$ cat config.mk
export PLATFORM = sky130hd
export DESIGN_NAME = ultrasonic_echo_ranger_unit
export DESIGN_NICKNAME = d
export VERILOG_FILES = /design/src/rtl/core/uer_pkg.sv /design/src/rtl/core/ultrasonic_echo_ranger_unit.sv /design/src/rtl/core/uer_dp.sv /design/src/rtl/core/uer_ctrl.sv
export VERILOG_INCLUDE_DIRS = /design/src /design/src/rtl/core
export SDC_FILE = /design/constraint.sdc
export NUM_CORES = 1
export LEC_CHECK = 0
export BUFFER_PORTS_ARGS = -buffer_cell sky130_fd_sc_hd__buf_4
export CAP_MARGIN = 20
export CORE_UTILIZATION = 59
export CTS_CLUSTER_DIAMETER = 120
export DETAILED_ROUTE_END_ITERATION = 8
export PLACE_DENSITY = 0.79
export SETUP_SLACK_MARGIN = 0.15
export SYNTH_ARGS = -nofsm -noshare
export SYNTH_HDL_FRONTEND = slang
export SYNTH_SLANG_ARGS = --single-unit
$ cat constraint.sdc
create_clock -name i_clk -period 8 [get_ports i_clk]
set_clock_uncertainty 0.05 [all_clocks]
set_input_delay 2.4 -clock i_clk [delete_from_list [all_inputs] [get_ports i_clk]]
set_output_delay 2.4 -clock i_clk [all_outputs]
set_load 0.005 [all_outputs]
$ cat src/rtl/core/assert_macros.svh
// Assertion macros for the echo ranger RTL.
`ifndef ASSERT_MACROS_SVH
`define ASSERT_MACROS_SVH

// Same-cycle implication, checked on the rising clock edge outside reset.
`define UER_ASSERT_NOW(label, ante, cons, msg) \
    label: assert property (@(posedge i_clk) disable iff (!i_rst_n) (ante) |-> (cons)) \
        else $error(msg);

// Next-cycle implication, checked on the rising clock edge outside reset.
`define UER_ASSERT_NEXT(label, ante, cons, msg) \
    label: assert property (@(posedge i_clk) disable iff (!i_rst_n) (ante) |=> (cons)) \
        else $error(msg);

`endif

$ cat src/rtl/core/uer_pkg.sv
// Shared types, constants and controller/datapath links for the echo ranger.
`default_nettype none

package uer_pkg;

    // Tick counter width and derived widths
    localparam int TIME_BITS   = 18;
    localparam int TRIG_W      = 10;
    localparam int TMO_W       = 16;
    localparam int DIST_W      = 10;
    localparam int GAP_W       = 18;
    localparam int SCALE_W     = 16;
    localparam int SCALE_SHIFT = 20;
    localparam int N_W         = 8;
    localparam int SUM_W       = 18;
    localparam int PROD_W      = TIME_BITS + SCALE_W;
    localparam int RAW_W       = PROD_W - SCALE_SHIFT;
    localparam int CMP_W       = (TIME_BITS > GAP_W) ? TIME_BITS : GAP_W;
    localparam int DIV_STEPS   = SUM_W;
    localparam int DIV_CNT_W   = $clog2(DIV_STEPS);

    // Configuration port
    localparam int CFG_IDX_W  = 3;
    localparam int CFG_DATA_W = 18;

    localparam logic [CFG_IDX_W-1:0] CFG_TRIG_WIDTH = 3'd0;
    localparam logic [CFG_IDX_W-1:0] CFG_ECHO_TMO   = 3'd1;
    localparam logic [CFG_IDX_W-1:0] CFG_MIN_DIST   = 3'd2;
    localparam logic [CFG_IDX_W-1:0] CFG_MAX_DIST   = 3'd3;
    localparam logic [CFG_IDX_W-1:0] CFG_GAP        = 3'd4;
    localparam logic [CFG_IDX_W-1:0] CFG_SCALE      = 3'd5;

    // Register reset values
    localparam logic [TRIG_W-1:0]  RST_TRIG_WIDTH = 10'd10;
    localparam logic [TMO_W-1:0]   RST_ECHO_TMO   = 16'd50000;
    localparam logic [DIST_W-1:0]  RST_MIN_DIST   = 10'd2;
    localparam logic [DIST_W-1:0]  RST_MAX_DIST   = 10'd450;
    localparam logic [GAP_W-1:0]   RST_GAP        = 18'd200000;
    localparam logic [SCALE_W-1:0] RST_SCALE      = 16'd17963;

    // Tick counter operation
    typedef enum logic [1:0] {
        CNT_HOLD,
        CNT_CLEAR,
        CNT_INC
    } t_cnt_op;

    // Value added to the sum when a reading ends
    typedef enum logic [1:0] {
        READ_ZERO,
        READ_MAX,
        READ_MEAS
    } t_read_sel;

    // Controller to datapath
    typedef struct packed {
        logic      item_load;
        t_cnt_op   cnt_op;
        logic      series_load;
        logic      reading_end;
        t_read_sel read_sel;
        logic      div_load;
        logic      div_step;
        logic      out_load;
        logic      out_trig;
        logic      out_busy;
        logic      out_done;
        logic      out_use_quo;
    } t_dp_cmd;

    // Datapath to controller
    typedef struct packed {
        logic kind_start;
        logic echo;
        logic n_zero;
        logic inc_ge_trig;
        logic inc_gt_tmo;
        logic inc_ge_gap;
        logic gap_zero;
        logic left_one;
        logic left_zero;
        logic div_last;
    } t_dp_stat;

endpackage

`default_nettype wire

$ cat src/rtl/core/ultrasonic_echo_ranger_unit.sv
// Top level of the ultrasonic echo ranger: controller plus datapath.
//
//  channel | direction | handshake                  | payload
//  --------+-----------+----------------------------+-------------------------------------------
//  input   | in        | i_in_valid / o_in_stall    | i_kind, i_echo_level, i_sample_count
//  result  | out       | o_out_valid / i_out_stall  | o_trigger_level, o_busy_res, o_done_res,
//          |           |                            | o_distance_cm
//  config  | in        | i_cfg_we                   | i_cfg_idx, i_cfg_data
//
//  Each beat passes capture, step and output from accept to result register.
//  A beat that ends a series with readings adds a divider load and the 18-step restoring
//  divide of the distance sum by the sample count before the output state.
//  One beat is in flight at a time; a new beat is taken once its result is registered.
//  A stalled result holds its register and the block waits in the output state.
//  Reset (synchronous, active low) restores the register defaults and an idle series.
`default_nettype none

module ultrasonic_echo_ranger_unit
    import uer_pkg::*;
(
    input  wire logic                  i_clk,
    input  wire logic                  i_rst_n,
    input  wire logic                  i_cfg_we,
    input  wire logic [CFG_IDX_W-1:0]  i_cfg_idx,
    input  wire logic [CFG_DATA_W-1:0] i_cfg_data,
    input  wire logic                  i_in_valid,
    output logic                       o_in_stall,
    input  wire logic                  i_kind,
    input  wire logic                  i_echo_level,
    input  wire logic [N_W-1:0]        i_sample_count,
    output logic                       o_out_valid,
    input  wire logic                  i_out_stall,
    output logic                       o_trigger_level,
    output logic                       o_busy_res,
    output logic                       o_done_res,
    output logic [DIST_W-1:0]          o_distance_cm
);

    t_dp_cmd  cmd;
    t_dp_stat stat;

    uer_ctrl u_ctrl (
        .i_clk       (i_clk),
        .i_rst_n     (i_rst_n),
        .i_in_valid  (i_in_valid),
        .o_in_stall  (o_in_stall),
        .o_out_valid (o_out_valid),
        .i_out_stall (i_out_stall),
        .i_stat      (stat),
        .o_cmd       (cmd)
    );

    uer_dp u_dp (
        .i_clk           (i_clk),
        .i_rst_n         (i_rst_n),
        .i_cfg_we        (i_cfg_we),
        .i_cfg_idx       (i_cfg_idx),
        .i_cfg_data      (i_cfg_data),
        .i_kind          (i_kind),
        .i_echo_level    (i_echo_level),
        .i_sample_count  (i_sample_count),
        .i_cmd           (cmd),
        .o_stat          (stat),
        .o_trigger_level (o_trigger_level),
        .o_busy_res      (o_busy_res),
        .o_done_res      (o_done_res),
        .o_distance_cm   (o_distance_cm)
    );

endmodule

`default_nettype wire

$ cat src/rtl/core/uer_dp.sv
// Echo ranger datapath: registers, tick counter, scaling multiply, range filter, divider.
`default_nettype none

module uer_dp
    import uer_pkg::*;
(
    input  wire logic                  i_clk,
    input  wire logic                  i_rst_n,
    input  wire logic                  i_cfg_we,
    input  wire logic [CFG_IDX_W-1:0]  i_cfg_idx,
    input  wire logic [CFG_DATA_W-1:0] i_cfg_data,
    input  wire logic                  i_kind,
    input  wire logic                  i_echo_level,
    input  wire logic [N_W-1:0]        i_sample_count,
    input  wire t_dp_cmd               i_cmd,
    output t_dp_stat                   o_stat,
    output logic                       o_trigger_level,
    output logic                       o_busy_res,
    output logic                       o_done_res,
    output logic [DIST_W-1:0]          o_distance_cm
);

    // Configuration registers
    logic [TRIG_W-1:0]  r_trig_width;
    logic [TMO_W-1:0]   r_echo_tmo;
    logic [DIST_W-1:0]  r_min_dist;
    logic [DIST_W-1:0]  r_max_dist;
    logic [GAP_W-1:0]   r_gap;
    logic [SCALE_W-1:0] r_scale;

    // Latched beat
    logic               r_kind;
    logic               r_echo;
    logic [N_W-1:0]     r_n;

    // Series state
    logic [TIME_BITS-1:0] r_cnt;
    logic [N_W-1:0]       r_left;
    logic [N_W-1:0]       r_total;
    logic [SUM_W-1:0]     r_sum;

    // Arithmetic
    logic [PROD_W-1:0]    r_prod;
    logic [N_W-1:0]       r_rem;
    logic [SUM_W-1:0]     r_quo;
    logic [DIV_CNT_W-1:0] r_div_cnt;

    // Result registers
    logic              r_o_trig;
    logic              r_o_busy;
    logic              r_o_done;
    logic [DIST_W-1:0] r_o_dist;

    logic [TIME_BITS-1:0] cnt_inc;
    logic [CMP_W-1:0]     inc_ext;
    logic [RAW_W-1:0]     raw_dist;
    logic                 in_range;
    logic [DIST_W-1:0]    reading;
    logic [N_W:0]         div_shift;
    logic [N_W:0]         div_diff;
    logic                 div_ge;

    // Saturating increment of the tick counter
    assign cnt_inc = (r_cnt == {TIME_BITS{1'b1}}) ? r_cnt : r_cnt + 1'b1;
    assign inc_ext = CMP_W'(cnt_inc);

    // Range filter on the scaled width
    assign raw_dist = r_prod[PROD_W-1:SCALE_SHIFT];
    assign in_range = (CMP_W'(raw_dist) >= CMP_W'(r_min_dist))
                   && (CMP_W'(raw_dist) <= CMP_W'(r_max_dist));

    always_comb begin
        case (i_cmd.read_sel)
            READ_MAX:  reading = r_max_dist;
            READ_MEAS: reading = in_range ? raw_dist[DIST_W-1:0] : '0;
            default:   reading = '0;
        endcase
    end

    // Restoring divide step: one quotient bit per cycle
    assign div_shift = {r_rem, r_quo[SUM_W-1]};
    assign div_diff  = div_shift - {1'b0, r_total};
    assign div_ge    = div_shift >= {1'b0, r_total};

    // Status to the controller
    assign o_stat.kind_start  = r_kind;
    assign o_stat.echo        = r_echo;
    assign o_stat.n_zero      = (r_n == '0);
    assign o_stat.inc_ge_trig = inc_ext >= CMP_W'(r_trig_width);
    assign o_stat.inc_gt_tmo  = inc_ext > CMP_W'(r_echo_tmo);
    assign o_stat.inc_ge_gap  = inc_ext >= CMP_W'(r_gap);
    assign o_stat.gap_zero    = (r_gap == '0);
    assign o_stat.left_one    = (r_left == N_W'(1));
    assign o_stat.left_zero   = (r_left == '0);
    assign o_stat.div_last    = (r_div_cnt == DIV_CNT_W'(DIV_STEPS - 1));

    // Configuration writes; indexes past the list are dropped
    always_ff @(posedge i_clk) begin
        if (!i_rst_n) begin
            r_trig_width <= RST_TRIG_WIDTH;
            r_echo_tmo   <= RST_ECHO_TMO;
            r_min_dist   <= RST_MIN_DIST;
            r_max_dist   <= RST_MAX_DIST;
            r_gap        <= RST_GAP;
            r_scale      <= RST_SCALE;
        end else if (i_cfg_we) begin
            case (i_cfg_idx)
                CFG_TRIG_WIDTH: r_trig_width <= i_cfg_data[TRIG_W-1:0];
                CFG_ECHO_TMO:   r_echo_tmo   <= i_cfg_data[TMO_W-1:0];
                CFG_MIN_DIST:   r_min_dist   <= i_cfg_data[DIST_W-1:0];
                CFG_MAX_DIST:   r_max_dist   <= i_cfg_data[DIST_W-1:0];
                CFG_GAP:        r_gap        <= i_cfg_data[GAP_W-1:0];
                CFG_SCALE:      r_scale      <= i_cfg_data[SCALE_W-1:0];
                default: ;
            endcase
        end
    end

    // Series state: counter, readings left, total and sum
    always_ff @(posedge i_clk) begin
        if (!i_rst_n) begin
            r_cnt   <= '0;
            r_left  <= '0;
            r_total <= '0;
            r_sum   <= '0;
        end else begin
            case (i_cmd.cnt_op)
                CNT_CLEAR: r_cnt <= '0;
                CNT_INC:   r_cnt <= cnt_inc;
                default:   r_cnt <= r_cnt;
            endcase
            if (i_cmd.series_load) begin
                r_total <= r_n;
                r_left  <= r_n;
                r_sum   <= '0;
            end else if (i_cmd.reading_end) begin
                r_left <= r_left - 1'b1;
                r_sum  <= r_sum + SUM_W'(reading);
            end
        end
    end

    // Beat capture, product of the incremented count, divider
    always_ff @(posedge i_clk) begin
        if (i_cmd.item_load) begin
            r_kind <= i_kind;
            r_echo <= i_echo_level;
            r_n    <= i_sample_count;
        end
        r_prod <= PROD_W'(cnt_inc) * PROD_W'(r_scale);
        if (i_cmd.div_load) begin
            r_quo     <= r_sum;
            r_rem     <= '0;
            r_div_cnt <= '0;
        end else if (i_cmd.div_step) begin
            r_quo     <= {r_quo[SUM_W-2:0], div_ge};
            r_rem     <= div_ge ? div_diff[N_W-1:0] : div_shift[N_W-1:0];
            r_div_cnt <= r_div_cnt + 1'b1;
        end
    end

    // Result registers
    always_ff @(posedge i_clk) begin
        if (i_cmd.out_load) begin
            r_o_trig <= i_cmd.out_trig;
            r_o_busy <= i_cmd.out_busy;
            r_o_done <= i_cmd.out_done;
            r_o_dist <= (i_cmd.out_use_quo && (r_total != '0)) ? r_quo[DIST_W-1:0] : '0;
        end
    end

    assign o_trigger_level = r_o_trig;
    assign o_busy_res      = r_o_busy;
    assign o_done_res      = r_o_done;
    assign o_distance_cm   = r_o_dist;

endmodule

`default_nettype wire

$ cat src/rtl/core/uer_ctrl.sv
// Echo ranger controller: beat sequencing, measurement phase and output handshake.
`default_nettype none

`include "assert_macros.svh"

module uer_ctrl
    import uer_pkg::*;
(
    input  wire logic     i_clk,
    input  wire logic     i_rst_n,
    input  wire logic     i_in_valid,
    output logic          o_in_stall,
    output logic          o_out_valid,
    input  wire logic     i_out_stall,
    input  wire t_dp_stat i_stat,
    output t_dp_cmd       o_cmd
);

    typedef enum logic [2:0] {
        S_IDLE,
        S_STEP,
        S_DLOAD,
        S_DIV,
        S_OUT
    } t_state;

    typedef enum logic [2:0] {
        PH_IDLE,
        PH_TRIG,
        PH_RISE,
        PH_MEAS,
        PH_GAP
    } t_phase;

    t_state r_state, n_state;
    t_phase r_phase, n_phase;
    logic   r_fin, n_fin;
    logic   r_use_quo, n_use_quo;
    logic   r_out_valid, n_out_valid;

    logic in_acc;
    logic out_free;
    logic end_rd;
    logic leave;
    logic leave_last;

    assign in_acc   = i_in_valid && !o_in_stall;
    assign out_free = !r_out_valid || !i_out_stall;

    // Decide the next phase and issue datapath commands
    always_comb begin
        n_state     = r_state;
        n_phase     = r_phase;
        n_fin       = r_fin;
        n_use_quo   = r_use_quo;
        n_out_valid = r_out_valid && i_out_stall;
        end_rd      = 1'b0;
        leave       = 1'b0;
        leave_last  = 1'b0;
        o_cmd       = '0;
        o_cmd.cnt_op   = CNT_HOLD;
        o_cmd.read_sel = READ_ZERO;

        case (r_state)
            S_IDLE: begin
                if (in_acc) begin
                    o_cmd.item_load = 1'b1;
                    n_fin           = 1'b0;
                    n_use_quo       = 1'b0;
                    n_state         = S_STEP;
                end
            end
            S_STEP: begin
                n_state = S_OUT;
                if (i_stat.kind_start) begin
                    // start is dropped while a series runs
                    if (r_phase == PH_IDLE) begin
                        o_cmd.series_load = 1'b1;
                        o_cmd.cnt_op      = CNT_CLEAR;
                        if (i_stat.n_zero) begin
                            n_fin = 1'b1;
                        end else begin
                            n_phase = PH_TRIG;
                        end
                    end
                end else begin
                    case (r_phase)
                        PH_TRIG: begin
                            if (i_stat.inc_ge_trig) begin
                                n_phase      = PH_RISE;
                                o_cmd.cnt_op = CNT_CLEAR;
                            end else begin
                                o_cmd.cnt_op = CNT_INC;
                            end
                        end
                        PH_RISE: begin
                            if (i_stat.echo) begin
                                n_phase      = PH_MEAS;
                                o_cmd.cnt_op = CNT_CLEAR;
                            end else if (i_stat.inc_gt_tmo) begin
                                end_rd         = 1'b1;
                                o_cmd.read_sel = READ_ZERO;
                            end else begin
                                o_cmd.cnt_op = CNT_INC;
                            end
                        end
                        PH_MEAS: begin
                            if (!i_stat.echo) begin
                                end_rd         = 1'b1;
                                o_cmd.read_sel = READ_MEAS;
                            end else if (i_stat.inc_gt_tmo) begin
                                end_rd         = 1'b1;
                                o_cmd.read_sel = READ_MAX;
                            end else begin
                                o_cmd.cnt_op = CNT_INC;
                            end
                        end
                        PH_GAP: begin
                            if (i_stat.inc_ge_gap) begin
                                leave      = 1'b1;
                                leave_last = i_stat.left_zero;
                            end else begin
                                o_cmd.cnt_op = CNT_INC;
                            end
                        end
                        PH_IDLE: ;
                        default: n_phase = PH_IDLE;
                    endcase

                    // Close a reading; an empty gap leaves it at once
                    if (end_rd) begin
                        o_cmd.reading_end = 1'b1;
                        o_cmd.cnt_op      = CNT_CLEAR;
                        n_phase           = PH_GAP;
                        if (i_stat.gap_zero) begin
                            leave      = 1'b1;
                            leave_last = i_stat.left_one;
                        end
                    end

                    // Finish the series or trigger the next reading
                    if (leave) begin
                        o_cmd.cnt_op = CNT_CLEAR;
                        if (leave_last) begin
                            n_phase   = PH_IDLE;
                            n_fin     = 1'b1;
                            n_use_quo = 1'b1;
                            n_state   = S_DLOAD;
                        end else begin
                            n_phase = PH_TRIG;
                        end
                    end
                end
            end
            S_DLOAD: begin
                o_cmd.div_load = 1'b1;
                n_state        = S_DIV;
            end
            S_DIV: begin
                o_cmd.div_step = 1'b1;
                if (i_stat.div_last) begin
                    n_state = S_OUT;
                end
            end
            S_OUT: begin
                if (out_free) begin
                    o_cmd.out_load    = 1'b1;
                    o_cmd.out_trig    = (r_phase == PH_TRIG);
                    o_cmd.out_busy    = (r_phase != PH_IDLE);
                    o_cmd.out_done    = r_fin;
                    o_cmd.out_use_quo = r_use_quo;
                    n_out_valid       = 1'b1;
                    n_state           = S_IDLE;
                end
            end
            default: n_state = S_IDLE;
        endcase
    end

    // Hold state and registered handshake outputs
    always_ff @(posedge i_clk) begin
        if (!i_rst_n) begin
            r_state     <= S_IDLE;
            r_phase     <= PH_IDLE;
            r_fin       <= 1'b0;
            r_use_quo   <= 1'b0;
            r_out_valid <= 1'b0;
        end else begin
            r_state     <= n_state;
            r_phase     <= n_phase;
            r_fin       <= n_fin;
            r_use_quo   <= n_use_quo;
            r_out_valid <= n_out_valid;
        end
    end

    assign o_in_stall  = (r_state != S_IDLE);
    assign o_out_valid = r_out_valid;

    `UER_ASSERT_NEXT(a_acc_to_step, in_acc, r_state == S_STEP, "accepted beat did not reach step")
    `UER_ASSERT_NEXT(a_phase_only_in_step, r_state != S_STEP, $stable(r_phase), "phase moved outside step")
    `UER_ASSERT_NEXT(a_dload_to_div, r_state == S_DLOAD, r_state == S_DIV, "divider load not followed by divide")
    `UER_ASSERT_NEXT(a_div_end, (r_state == S_DIV) && i_stat.div_last, r_state == S_OUT, "divide did not end in output")
    `UER_ASSERT_NOW(a_out_from_out, $rose(r_out_valid), $past(r_state) == S_OUT, "result raised outside output state")

endmodule

`default_nettype wire

# After elaboration in Yosys (flattened, before gate mapping)
# Index checks and enable logic that the tools add are counted.
[op_classes] n_shift=0 n_eq_ne=35 n_bitwise=1 n_div=0 add_sub_neg=5 n_mul=1 n_mux=77 reduce_logical=34 order_cmp=6
[ops] cell="$mux 18" count=3
[ops] cell="$mux 3" count=14
[ops] cell="$pmux 18 s2" count=1
[ops] cell="$mul 18x16->34" count=1
[ops] cell="$mux 1" count=34
[ops] cell="$mux 8" count=3
[ops] cell="$mux 2" count=11
[ops] cell="$pmux 10 s2" count=1
[ops] cell="$add 18x1->18 const B" count=1
[ops] cell="$add 18x10->18" count=1
[ops] cell="$eq 18x18->1 const B" count=1
[ops] cell="$eq 3x2->1 const B" count=6
[ops] cell="$ge 18x10->1" count=1
[ops] cell="$ge 18x18->1" count=1
[ops] cell="$gt 18x16->1" count=1
[ops] cell="$logic_not 18->1" count=1
[ops] cell="$logic_not 8->1" count=2
[ops] cell="$pmux 3 s5" count=1
[ops] cell="$ge 14x10->1" count=1
[ops] cell="$le 14x10->1" count=1
[ops] cell="$reduce_and 2->1" count=7
[ops] cell="$eq 3x3->1 const B" count=4
[ops] cell="$reduce_and 6->1" count=2
[ops] cell="$mux 10" count=1
[ops] cell="other kinds (33)" count=59
[word_totals] mem_bits_rw=0 latchBits=0 out_inout_bits=15 inputBits=36 rom_bits=0 mem_count=0 ff_bits=229

# Logic depth before layout (Yosys ltp)
[depth] word_depth=17 ltp_mapped=33

# Cells and area by module
# Synthesis repeated with hierarchy kept, for this count alone.
[hier_totals] cells_unflattened=2286 area_unflattened_um2=20302.0
[modules_own_cells] mod="uer_dp" instances=1 seq_area_each_um2=4414.2 cells_per_inst=2184 area_each_um2=19500.0
[modules_own_cells] mod="uer_ctrl" instances=1 seq_area_each_um2=180.2 cells_per_inst=102 area_each_um2=802.0

# Worst setup path after synthesis
# OpenSTA, ideal clock, no wires.
[synth_path] path_kind="register to register" from="register u_dp.r_cnt[11]" to="register u_dp.r_prod[33]" path_stages_with_launch=28 setup_ps=121 slack_ps=237 required_ps=7829 path_buffers=1 period_less_slack_ps=7763 arrival_ps=7592 cell_sequence="dfxtp_1 nand3_1 or4_1 o21ai_0 nor2_1 xor2_1 clkbuf_1 nand2_1 fa_1 inv_1 fa_1 inv_1 fa_1 inv_1 fa_1 fa_1 inv_1 fa_1 inv_1 ha_1 a21o_1 a21oi_1 o21ai_0 or2_2 or3b_4 a311oi_2 o21bai_1 xnor2_1"
[synth_via] elab_chain_cells=3
[synth_lines] element="start, declared" line="uer_dp.sv:37" text="logic [TIME_BITS-1:0] r_cnt;"
[synth_lines] element="start signal, assigned" line="uer_dp.sv:129" text="CNT_INC: r_cnt <= cnt_inc;"
[synth_lines] element="start signal, assigned" line="uer_dp.sv:130" text="default: r_cnt <= r_cnt;"
[synth_lines] element="$add 18x1->18 / $eq 18x18->1 (equally long branches)" line="uer_dp.sv:64" text="assign cnt_inc = (r_cnt == {TIME_BITS{1'b1}}) ? r_cnt : r_cnt + 1'b1;"
[synth_lines] element="$mux 18 (*)" line="uer_dp.sv:64"
[synth_lines] element="$mul 18x16->34 (*)" line="uer_dp.sv:150" text="r_prod <= PROD_W'(cnt_inc) * PROD_W'(r_scale);"
[synth_lines] element="end signal, assigned" line="uer_dp.sv:150"
[synth_lines] element="end, declared" line="uer_dp.sv:43" text="logic [PROD_W-1:0] r_prod;"
# Every way passes the cells marked *; elsewhere a longest branch is shown, timed or not.
# A chain may end at the register's enable or synchronous reset.

# Final worst setup path
[layout_path] from="register u_dp.r_cnt[5]" to="register u_dp.r_prod[28]"
# The elaborated chain is that of the path after synthesis.

==> results.sh <==
export IMPL_ys_flop_type="dfxtp_1"
export IMPL_fmax_mhz=131
export IMPL_clkLatencyLatePin_ps=510
export IMPL_wl_per_cell_um=18.9
export IMPL_slowest_delay_ps=550
export IMPL_synthCells=2340
export IMPL_pwr_share_comb_pct=8.5
export IMPL_grt_pass1_wl_mm=87.4
export IMPL_htreeDepth=1
export IMPL_timing_critical_path_mode_cell="fa_1"
export IMPL_p_clk_share_pct=43.1
export IMPL_hold_depth=2
export IMPL_cell_internal_pwr_mw=1.74
export IMPL_cts_sinks=209
export IMPL_sw_frac_of_total_pct=25.4
export IMPL_cts_tree="yes"
export IMPL_finalHoldViolations=0
export IMPL_setup_viol=0
export IMPL_grt_remaining_overflow=0
export IMPL_routed_wl_mm=53.7
export IMPL_synth_edf_count=41
export IMPL_reg2reg_from="u_dp.r_cnt[5]$_SDFFE_PN0P_"
export IMPL_grt_max_degree=78
export IMPL_cts_buffer_depth=3
export IMPL_syn_area_um2=20100
export IMPL_hp_class="flip-flop to flip-flop"
export IMPL_cp_required_ps=8390
export IMPL_setup_ws_ps=393
export IMPL_leakage_nw=10.0
export IMPL_via_per_inst=5.85
export IMPL_globalplace_congestion=0.957
export IMPL_io_pins=51
export IMPL_min_to="u_dp.r_min_dist[5]$_SDFFE_PN0P_"
export IMPL_place_ws_ps=78.4
export IMPL_ys_types=76
export IMPL_cp_start_kind="flip-flop"
export IMPL_drive_gt1_share_pct=8.90
export IMPL_vias=16600
export IMPL_worst_r2r_setup_slack_ps=390
export IMPL_drv_cap=0
export IMPL_fill_cells=2751
export IMPL_power_per_cell_area_nw_per_um2=106
export IMPL_power_switching_mw=0.592
export IMPL_nNetsFinal=2830
export IMPL_cp_max_fo=12
export IMPL_r2r_end="u_dp.r_prod[28]$_DFF_P_"
export IMPL_drt_pass1_iter_count=6
export IMPL_coreArea_um2=33500
export IMPL_port_buffers=50
export IMPL_rows=67
export IMPL_ant_nets=0
export IMPL_clk_root_buffer_cell="clkbuf_16"
export IMPL_seqPwrFrac_pct=48.4
export IMPL_drt_iter0_markers=1101
export IMPL_hpwl_mm=40.1
export IMPL_grt_use_total_pct=31.4
export IMPL_crit_path_end_kind="flip-flop"
export IMPL_status="finished clean"
export IMPL_final_cell_mix="nand2_1 (422), inv_1 (384), fa_1 (223)"
export IMPL_seq_area_frac_synth_pct=22.8
export IMPL_syn_nets=2792
export IMPL_max_slew_margin_pct=27.2
export IMPL_clk_pin_slew_ps=60
export IMPL_multi_input_area_um2=13900
export IMPL_area_growth_pct=9.69
export IMPL_timing_final_crit_share_pct=95.1
export IMPL_antenna_found_initial=0
export IMPL_first_global_vias=17100
export IMPL_drc=0
export IMPL_worst_path_max_delay_cell="or4_4"
export IMPL_crit_type="flip-flop to flip-flop"
export IMPL_syn_area_per_cell_um2=8.61
export IMPL_tns_ps=0
export IMPL_fin_crit_ps=7610
export IMPL_yosys_register_bits=209
export IMPL_layout_commonest_cell="nand2_1"
export IMPL_rsz0062_at_grt="no"
export IMPL_cts_buffers=23
export IMPL_initial_core_util_pct=60.1
export IMPL_num_antenna_cells=0
export IMPL_rr_worst_depth=27
export IMPL_arrival_ps=8000
export IMPL_finalMaxSlewViolations=0
export IMPL_die_area_um2=34900
export IMPL_die_y_um=187
export IMPL_die_x_um=187
export IMPL_worstMarginPinSlew_ps=1090
export IMPL_p_total_mw=2.33
export IMPL_final_seq_area_um2=4610
export IMPL_hold_path_startpoint="u_dp.r_min_dist[5]$_SDFFE_PN0P_"
export IMPL_yosysWarnings=0
export IMPL_synthArstFlopShare_pct=0
export IMPL_vdd_drop_max_v=0.000166
timing repair:
| action | 4_1_cts | 5_1_grt |
|---|---|---|
| gates resized for setup | 5 | 33 |
| hold buffers | 0 | 0 |
| endpoints found under the hold margin | 0 | 0 |
| pin swaps | 0 | 5 |
| endpoints found under the setup margin | 9 | 23 |
| buffers inserted | 0 | 5 |
cells in the mapped netlist (all sizes together) (6+ instances only):
cell type  count  area [µm²]
dfxtp        168        3360
fa           223        4460
a21boi         6        45.0
nor3          24         120
nand2        422        1580
a22oi         15         113
o21bai         9        67.6
or3            9        56.3
nor3b          6        45.0
a21oi        115         576
nand2b        16         100
xor2          16         148
nor4          18         134
o211ai        26         195
or4           10        78.8
xnor2         27         236
a21o          25         188
o21ai         53         265
mux2i          7        70.1
a31oi          7        43.8
edfxtp        41        1230
clkbuf        78         295
and2         134         838
a211oi        11        82.6
inv          385        1450
mux2          23         259
nand4         22         144
nor2          74         278
nor2b         21         131
o31ai         19         143
nand3         36         180
ha           193        2410
buf           20        80.1
o21a           9        67.6
and3          11        68.8
how the worst max path moves through the flow:
stage | from | endpoint | slack [ps]
detailed placement | u_dp.r_cnt[4]$_SDFFE_PN0P_ | u_dp.r_sum[16]$_SDFFE_PP0P_ | 80
CTS | u_dp.r_cnt[4]$_SDFFE_PN0P_ | u_dp.r_prod[33]$_DFF_P_ | 160
global route | u_dp.r_cnt[5]$_SDFFE_PN0P_ | u_dp.r_prod[33]$_DFF_P_ | 140
global placement | u_dp.r_cnt[4]$_SDFFE_PN0P_ | u_dp.r_prod[33]$_DFF_P_ | 260
finish | u_dp.r_cnt[5]$_SDFFE_PN0P_ | u_dp.r_prod[28]$_DFF_P_ | 390
floorplan | u_dp.r_cnt[11]$_SDFFE_PN0P_ | u_dp.r_prod[33]$_DFF_P_ | 240
routing by layer:
metal | track usage (%) | routed length [µm] | vias up
met5 | 0 | 0 | -
met4 | 12.2 | 2370 | 0
met3 | 5.06 | 3830 | 142
met2 | 52.8 | 25500 | 669
met1 | 40.6 | 22000 | 8143
li1 | - | - | 7658
logic make-up after synthesis:
| logic type | Yosys count | synth area share (%) |
|---|---|---|
| DFF | 209 | 22.8 |
| and+or+nand+nor | 821 | 19.5 |
| buffers and inverters | 483 | 9.04 |
| AOI/OAI and AO/OA | 338 | 10.9 |
| muxes | 30 | 1.63 |
| adders and majority gates | 416 | 34.2 |
| xor gates and xnor gates | 43 | 1.91 |
critical path, delay by kind of cell, from the launching register on:
family,cells,cell delay (ps)
adder cells (fa/ha/maj),7,3400
AND/OR/NAND/NOR,6,1490
AO/OA/AOI/OAI,7,1480
flip-flops,1,410
buffers and inverters,5,380
XOR/XNOR,2,320
registers in the layout, summed over array words and instances (netlist names), 3 cells and up:
signal and count:
u_dp.r_prod 14, u_dp.o_distance_cm 10, u_ctrl.r_state 3, u_dp.r_quo 18, u_ctrl.r_phase 3, u_dp.r_sum 18
u_dp.r_min_dist 10, u_dp.r_max_dist 10, u_dp.r_n 8, u_dp.r_gap 18, u_dp.r_scale 16, u_dp.r_trig_width 10
u_dp.r_echo_tmo 16, u_dp.r_rem 8, u_dp.r_div_cnt 5, u_dp.r_left 8, u_dp.r_cnt 18, u_dp.r_total 8
layout make-up:
| type | count | share of cell area [%] |
|---|---|---|
| Clock buffer | 30 | 2.72 |
| Clock inverter | 11 | 0.402 |
| Multi-Input combinational cell | 1648 | 62.9 |
| Sequential cell | 209 | 20.9 |
| Inverter | 385 | 6.54 |
| Timing Repair Buffer | 111 | 4.02 |
| Tap cell | 448 | 2.54 |
per-stage QoR:
step           cell area, µm²  hold WS (ps)  std cells  util, %
2_1_floorplan           20100           368       2340        -
4_1_cts                 21900           401       2837     65.4
3_3_place_gp            21200           381       2795     63.2
3_5_place_dp            21200           386       2796     63.2
5_1_grt                 22100           426       2842     65.9
6_report                22100           406       2842     65.9
power by group through the flow:
stage / clock [mW] / sequential, mW / combinational [mW]
floorplan: 0 / 1.13 / 0.134
global placement: 0 / 1.15 / 0.187
detailed placement: 0 / 1.15 / 0.194
CTS: 1.01 / 1.13 / 0.196
global route: 1.05 / 1.13 / 0.219
finish: 1.00 / 1.13 / 0.199
Power figures use the tool's default switching activity.
